===== src/rtl/rvimm_pkg.sv =====
// Package with the opcode, funct3 and funct6 codes for the RV64I OP-IMM execute unit.
package rvimm_pkg;

	localparam int XLEN      = 64;
	localparam int REG_COUNT = 32;
	localparam int REG_IDX_W = 5;
	localparam int SHAMT_W   = 6;

	localparam logic [6:0] OPC_OP_IMM = 7'h13;

	localparam logic [2:0] F3_ADDI  = 3'd0;
	localparam logic [2:0] F3_SLLI  = 3'd1;
	localparam logic [2:0] F3_SLTI  = 3'd2;
	localparam logic [2:0] F3_SLTIU = 3'd3;
	localparam logic [2:0] F3_XORI  = 3'd4;
	localparam logic [2:0] F3_SRXI  = 3'd5;
	localparam logic [2:0] F3_ORI   = 3'd6;
	localparam logic [2:0] F3_ANDI  = 3'd7;

	localparam logic [5:0] F6_SRLI = 6'h00;
	localparam logic [5:0] F6_SRAI = 6'h10;

	localparam logic STATUS_OK     = 1'b0;
	localparam logic STATUS_BADOPC = 1'b1;

	typedef logic [XLEN-1:0] xword_t;

endpackage


===== src/rtl/rv64_imm_alu_execute.sv =====
// Top level of the RV64I OP-IMM execute unit with its 32 x 64 register file.
//
//  Channel | Handshake            | Payload
//  --------+----------------------+--------------------------------------------
//  input   | in_valid / in_ready  | instr_word[31:0]
//  output  | out_valid / out_ready| status, wrote, dest_index[4:0], dest_value
//
// Each transaction sits in the instruction register (stage 1), where the
// register file is read and the ALU result is formed, until stage 2 is free,
// and then sits in the result register (stage 2) until it is taken.
// With out_ready held high a new transaction is accepted every cycle.
// The register file is written at the same edge that moves an instruction
// from stage 1 to stage 2, so the following instruction always reads the
// updated value and no forwarding path is needed.
// Reset clears the valid flags and all 32 registers at once.
// A stall on the output holds stage 2 and any instruction in stage 1, and drops in_ready while stage 1 is full.
module rv64_imm_alu_execute (
	input  logic                          clk,
	input  logic                          arst_n,
	input  logic                          in_valid,
	output logic                          in_ready,
	input  logic [31:0]                   instr_word,
	output logic                          out_valid,
	input  logic                          out_ready,
	output logic                          status,
	output logic                          wrote,
	output logic [rvimm_pkg::REG_IDX_W-1:0] dest_index,
	output logic [rvimm_pkg::XLEN-1:0]    dest_value
);
	import rvimm_pkg::*;

	// Stage 1: the accepted instruction waiting for execution.
	logic        valid_s1;
	logic [31:0] instr_s1;

	// Stage 2: the finished result waiting to be taken.
	logic                 valid_s2;
	logic                 status_s2;
	logic                 wrote_s2;
	logic [REG_IDX_W-1:0] dest_index_s2;
	xword_t               dest_value_s2;

	// Architectural register file; entry 0 is never written and stays zero.
	xword_t regs_q [REG_COUNT];

	// Decoded fields of the instruction in stage 1.
	logic [6:0]           opc;
	logic [2:0]           f3;
	logic [5:0]           f6;
	logic [REG_IDX_W-1:0] rd_idx;
	logic [REG_IDX_W-1:0] rs_idx;
	logic [SHAMT_W-1:0]   shamt;
	xword_t               imm;
	xword_t               src;
	xword_t               res;
	logic                 op_ok;
	logic                 is_opimm;
	logic                 do_write;
	logic                 adv_s1;
	logic                 free_s2;

	assign opc    = instr_s1[6:0];
	assign rd_idx = instr_s1[11:7];
	assign f3     = instr_s1[14:12];
	assign rs_idx = instr_s1[19:15];
	assign shamt  = instr_s1[25:20];
	assign f6     = instr_s1[31:26];
	assign imm    = {{(XLEN-12){instr_s1[31]}}, instr_s1[31:20]};
	assign src    = regs_q[rs_idx];

	// The ALU proper: one adder, two comparators, left and right barrel shifts and logic ops.
	always_comb begin
		res   = '0;
		op_ok = 1'b1;
		unique case (f3)
			F3_ADDI:  res = src + imm;
			F3_SLLI:  res = src << shamt;
			F3_SLTI:  res = {{(XLEN-1){1'b0}}, ($signed(src) < $signed(imm))};
			F3_SLTIU: res = {{(XLEN-1){1'b0}}, (src < imm)};
			F3_XORI:  res = src ^ imm;
			F3_SRXI: begin
				if (f6 == F6_SRLI) begin
					res = src >> shamt;
				end else if (f6 == F6_SRAI) begin
					res = xword_t'($signed(src) >>> shamt);
				end else begin
					// An unknown right-shift variant executes as a silent no-op.
					op_ok = 1'b0;
				end
			end
			F3_ORI:   res = src | imm;
			F3_ANDI:  res = src & imm;
			default:  op_ok = 1'b0;
		endcase
	end

	assign is_opimm = (opc == OPC_OP_IMM);
	assign do_write = is_opimm && op_ok && (rd_idx != '0);

	// Stage 2 can load when it is empty or its transaction leaves this cycle.
	assign free_s2  = !valid_s2 || out_ready;
	assign adv_s1   = valid_s1 && free_s2;
	assign in_ready = !valid_s1 || free_s2;

	always_ff @(posedge clk or negedge arst_n) begin
		if (!arst_n) begin
			valid_s1 <= 1'b0;
		end else if (in_ready) begin
			valid_s1 <= in_valid;
		end
	end

	always_ff @(posedge clk) begin
		if (in_valid && in_ready) begin
			instr_s1 <= instr_word;
		end
	end

	always_ff @(posedge clk or negedge arst_n) begin
		if (!arst_n) begin
			valid_s2 <= 1'b0;
		end else if (free_s2) begin
			valid_s2 <= valid_s1;
		end
	end

	always_ff @(posedge clk) begin
		if (adv_s1) begin
			status_s2     <= is_opimm ? STATUS_OK : STATUS_BADOPC;
			wrote_s2      <= do_write;
			dest_index_s2 <= rd_idx;
			dest_value_s2 <= do_write ? res : '0;
		end
	end

	// Write-back happens as the instruction moves to stage 2.
	always_ff @(posedge clk or negedge arst_n) begin
		if (!arst_n) begin
			for (int i = 0; i < REG_COUNT; i++) begin
				regs_q[i] <= '0;
			end
		end else if (adv_s1 && do_write) begin
			regs_q[rd_idx] <= res;
		end
	end

	assign out_valid  = valid_s2;
	assign status     = status_s2;
	assign wrote      = wrote_s2;
	assign dest_index = dest_index_s2;
	assign dest_value = dest_value_s2;

`ifndef SYNTH
	// Register x0 must never pick up a value.
	a_x0_zero: assert property (@(posedge clk) disable iff (!arst_n)
		regs_q[0] == '0)
		else $error("register x0 was written");

	// A written result always comes with a good status.
	a_wrote_ok: assert property (@(posedge clk) disable iff (!arst_n)
		(valid_s2 && wrote_s2) |-> (status_s2 == STATUS_OK))
		else $error("write reported together with a bad opcode status");

	// A result that wrote nothing carries a zero value.
	a_nowrite_zero: assert property (@(posedge clk) disable iff (!arst_n)
		(valid_s2 && !wrote_s2) |-> (dest_value_s2 == '0))
		else $error("nonzero value reported without a write");

	// The register file and the reported result agree after write-back.
	a_wb_match: assert property (@(posedge clk) disable iff (!arst_n)
		(adv_s1 && do_write) |=> (regs_q[dest_index_s2] == dest_value_s2))
		else $error("register file disagrees with the reported result");
`endif

endmodule

===== config.mk =====
export PLATFORM = sky130hd
export DESIGN_NAME = rv64_imm_alu_execute
export DESIGN_NICKNAME = d
export VERILOG_FILES = /design/src/rtl/rvimm_pkg.sv /design/src/rtl/rv64_imm_alu_execute.sv
export SDC_FILE = /design/constraint.sdc
export NUM_CORES = 2
export LEC_CHECK = 0
export BUFFER_PORTS_ARGS = -buffer_cell sky130_fd_sc_hd__buf_2
export CELL_PAD_IN_SITES_DETAIL_PLACEMENT = 0
export CELL_PAD_IN_SITES_GLOBAL_PLACEMENT = 1
export CORE_ASPECT_RATIO = 1.2
export CORE_UTILIZATION = 35
export DETAILED_ROUTE_END_ITERATION = 10
export PLACE_DENSITY = 0.71
export SKIP_LAST_GASP = 1
export SLEW_MARGIN = 10
export SYNTH_ARGS = -nofsm -noshare
export SYNTH_HDL_FRONTEND = slang
export SYNTH_SLANG_ARGS = --single-unit

===== constraint.sdc =====
create_clock -name clk -period 21 [get_ports clk]
set_input_delay 4.2 -clock clk [delete_from_list [all_inputs] [get_ports clk]]
set_output_delay 4.2 -clock clk [all_outputs]
set_load 0.1 [all_outputs]

==> reports/metrics.cfg <==
[outcome]
status=complete, no violations

[finish]
layout_common_cells=dfrtp_1, nor2_1, a21oi_1
fillers=32700
fin_nets=11800
drive_above_1_share_pct=13.0
area_growth_pct=10.8
final_common_cell=dfrtp_1
final_util_pct=39.0

[timing]
fin_ws_ns=10.37
fmax_ghz=0.0941
final.period_utilization_pct=50.6
min_period_ns=10.63
hold_viol=0
drv_slew=0
tightest_slew_ns=1.46
fin_setup_tns_ns=0
finClkSkew_ns=0.0804
grt_setup_unrepaired=no
max-slew-margin-rel_pct=2.23
setup_viol=0

[yosys]
yosysSeqAreaShare_pct=47.2
synth_top_cell_by_area=dfrtp_1
synthAdderAreaFrac_pct=2.58
synth_xor_area_share_pct=0.304
avgSynthCellArea_sq_um=9.63
ys_warn_count=0
syn_nets=12200
muxShareOfSynthArea_pct=12.9
synth_top_family_by_area=compound AO/OA/AOI/OAI gates
yosys-top-cells-area=dfrtp_1, a21oi_1, mux4_2, nor2_1, mux2i_1
async_reset_ff_share_pct=95.2
netlist_area_sq_um=115000
synthCells=12000
synth_simple_gate_area_share_pct=12.7
synthFlopType=dfrtp_1
synth_compound_area_share_pct=19.2
synth.distinct_cells=113
ys_ff_latch=2153
synth_top_area_share_pct=44.5
synth_edf_count=103

[route]
routed_via_density=6.19
drcViolationCount=0
vias=99300
drt_wl_total_mm=559
ant_nets=0
firstDrtPassIters=6
wl_per_cell_um=34.9
drtIter0Drc=13100

[worst_setup_path]
cp_data_required_time_ns=21.61
crit_chain=buf_4 -> buf_4 -> buf_12 -> buf_12 -> buf_4 -> nor2b_1 -> a31oi_1 -> nand2_1 -> inv_1 -> ha_1 -> a21o_1 -> a21oi_1 -> a21oi_1 -> nor3_1 -> o41ai_2 -> buf_4 -> o21ai_0 -> a21oi_1 -> o221ai_1 -> xnor2_1 -> a211oi_4 -> buf_4 -> nor2_1
r2r_start=instr_s1[16]
criticalPathCategory=reg2reg
endpoint_kind=flop
crit_top_cell=buf_4
crit_path_top_delay_cell=nor3_1
critical-path-max-stage-delay_ns=1.04
crit_family=buffers and inverters
startpoint_type=flop
reg2reg_to=dest_value[57]
worst-path-buf-inv=8
arrival_ns=11.24
ff2ff_path_depth=23
critPathMaxFanout=86
regToRegSetupSlack_ns=10.37

[die]
io_pins=109
rows=230
dieHeight_um=631
dieArea_sq_um=332000
die_x_um=526
coreArea_sq_um=327000
initial_core_util_pct=35.2

[hold_path]
min_path_type=reg2reg
min_from=regs_q[2006]
hold_depth=0
min_to=regs_q[2006]

[placement]
io_buffers=108
hpwlAfterDp_mm=383
place_ws_ns=10.81
gp_congestion=1.09

[power_and_ir_drop]
ir_worst_vdd_uv=72.5
leakage_nw=56.9
power.density_nw_per_um2=79.4

[cts]
cts_tree=built
numCtsBuffers=229
cts_hold_buf=0
ctsResizeCount=0
clkLatencyLatePin_ns=0.94
clkTransAtPathRegs_ns=0.06
clockRootBuffer=clkbuf_16
htreeDepth=4
cts_sinks=2153
cts_buffer_depth=4
post_cts.repair.setup_buffers=0

[global_route]
grtUsageTotal_pct=33.1
grt_start_max_net_pins=150
antenna_found_initial=38
grt_pass1_wl_mm=773
grt_pass1_vias=93700
grt_overflow=0

[flow_run]
maxCapViolCount=0

## cells by family after synthesis
logic type,count (synthesis)
buffers and inverters,1326
adders and majority gates,237
AOI/OAI and AO/OA,3682
muxes,1049
xor gates and xnor gates,40
and+or+nand+nor,3483
DFF,2153
## sequential cells by signal, indices dropped and copies added (netlist names)
name / cells
wrote: 1
instr_s1: 32
status: 1
regs_q: 2048
out_valid: 1
valid_s1: 1
dest_index: 5
dest_value: 64
## how the worst max path moves through the flow
stage,from,endpoint,depth (start not counted)
4_1_cts,instr_s1[16],dest_value[57],23
5_1_grt,instr_s1[16],dest_value[57],23
3_3_place_gp,instr_s1[17],dest_value[60],22
6_report,instr_s1[16],dest_value[57],23
3_5_place_dp,instr_s1[16],dest_value[57],23
2_1_floorplan,out_ready,in_ready,1
## Yosys cell counts (94+ instances only)
| cell | n |
|---|---|
| a21oi_1 | 1726 |
| a22oi_1 | 237 |
| a31oi_1 | 173 |
| buf_2 | 172 |
| clkbuf_1 | 843 |
| dfrtp_1 | 2050 |
| edfxtp_1 | 103 |
| ha_1 | 236 |
| inv_1 | 128 |
| mux2_2 | 94 |
| mux2i_1 | 617 |
| mux4_2 | 333 |
| nand2_1 | 853 |
| nand3_1 | 175 |
| nor2_1 | 1948 |
| nor3_1 | 114 |
| o21ai_0 | 631 |
| o22ai_1 | 114 |
## where the power goes
part | switching, mW | internal, mW
Sequential | 0.0236 | 4.21
Clock | 1.77 | 2.37
Combinational | 1.36 | 0.408
Total | 3.16 | 6.99
## through the flow
step | hold WS (ns) | cell area [sq um] | cells | power, mW
finish | 0.371 | 128000 | 16000 | 10.1
global route | 0.386 | 128000 | 16000 | 10.4
CTS | 0.376 | 128000 | 16000 | 10.1
detailed placement | 0.363 | 120000 | 15600 | 6.00
global placement | 0.360 | 120000 | 15600 | 6.01
floorplan | 0.424 | 115000 | 12000 | 5.19
## cell type report
class	instances	area, sq um	share of cell area, %
multi-input combinational	8491	56000	43.8
timing repair buffer	522	3890	3.05
clock buffer	346	6740	5.28
inverter	139	543	0.425
sequential	2153	54400	42.6
antenna	18	45.0	0.0353
tap	4292	5370	4.20
clock inverter	68	762	0.596
## routing by layer
| metal | routed length (um) | track usage [%] | vias to the layer above |
|---|---|---|---|
| li1 | - | - | 42100 |
| met2 | 245000 | 50.2 | 5474 |
| met5 | 61 | 0 | - |
| met3 | 51100 | 6.79 | 1553 |
| met4 | 46700 | 23.1 | 8 |
| met1 | 216000 | 42.2 | 50200 |
No activity file was read; power rests on OpenSTA's default activity.
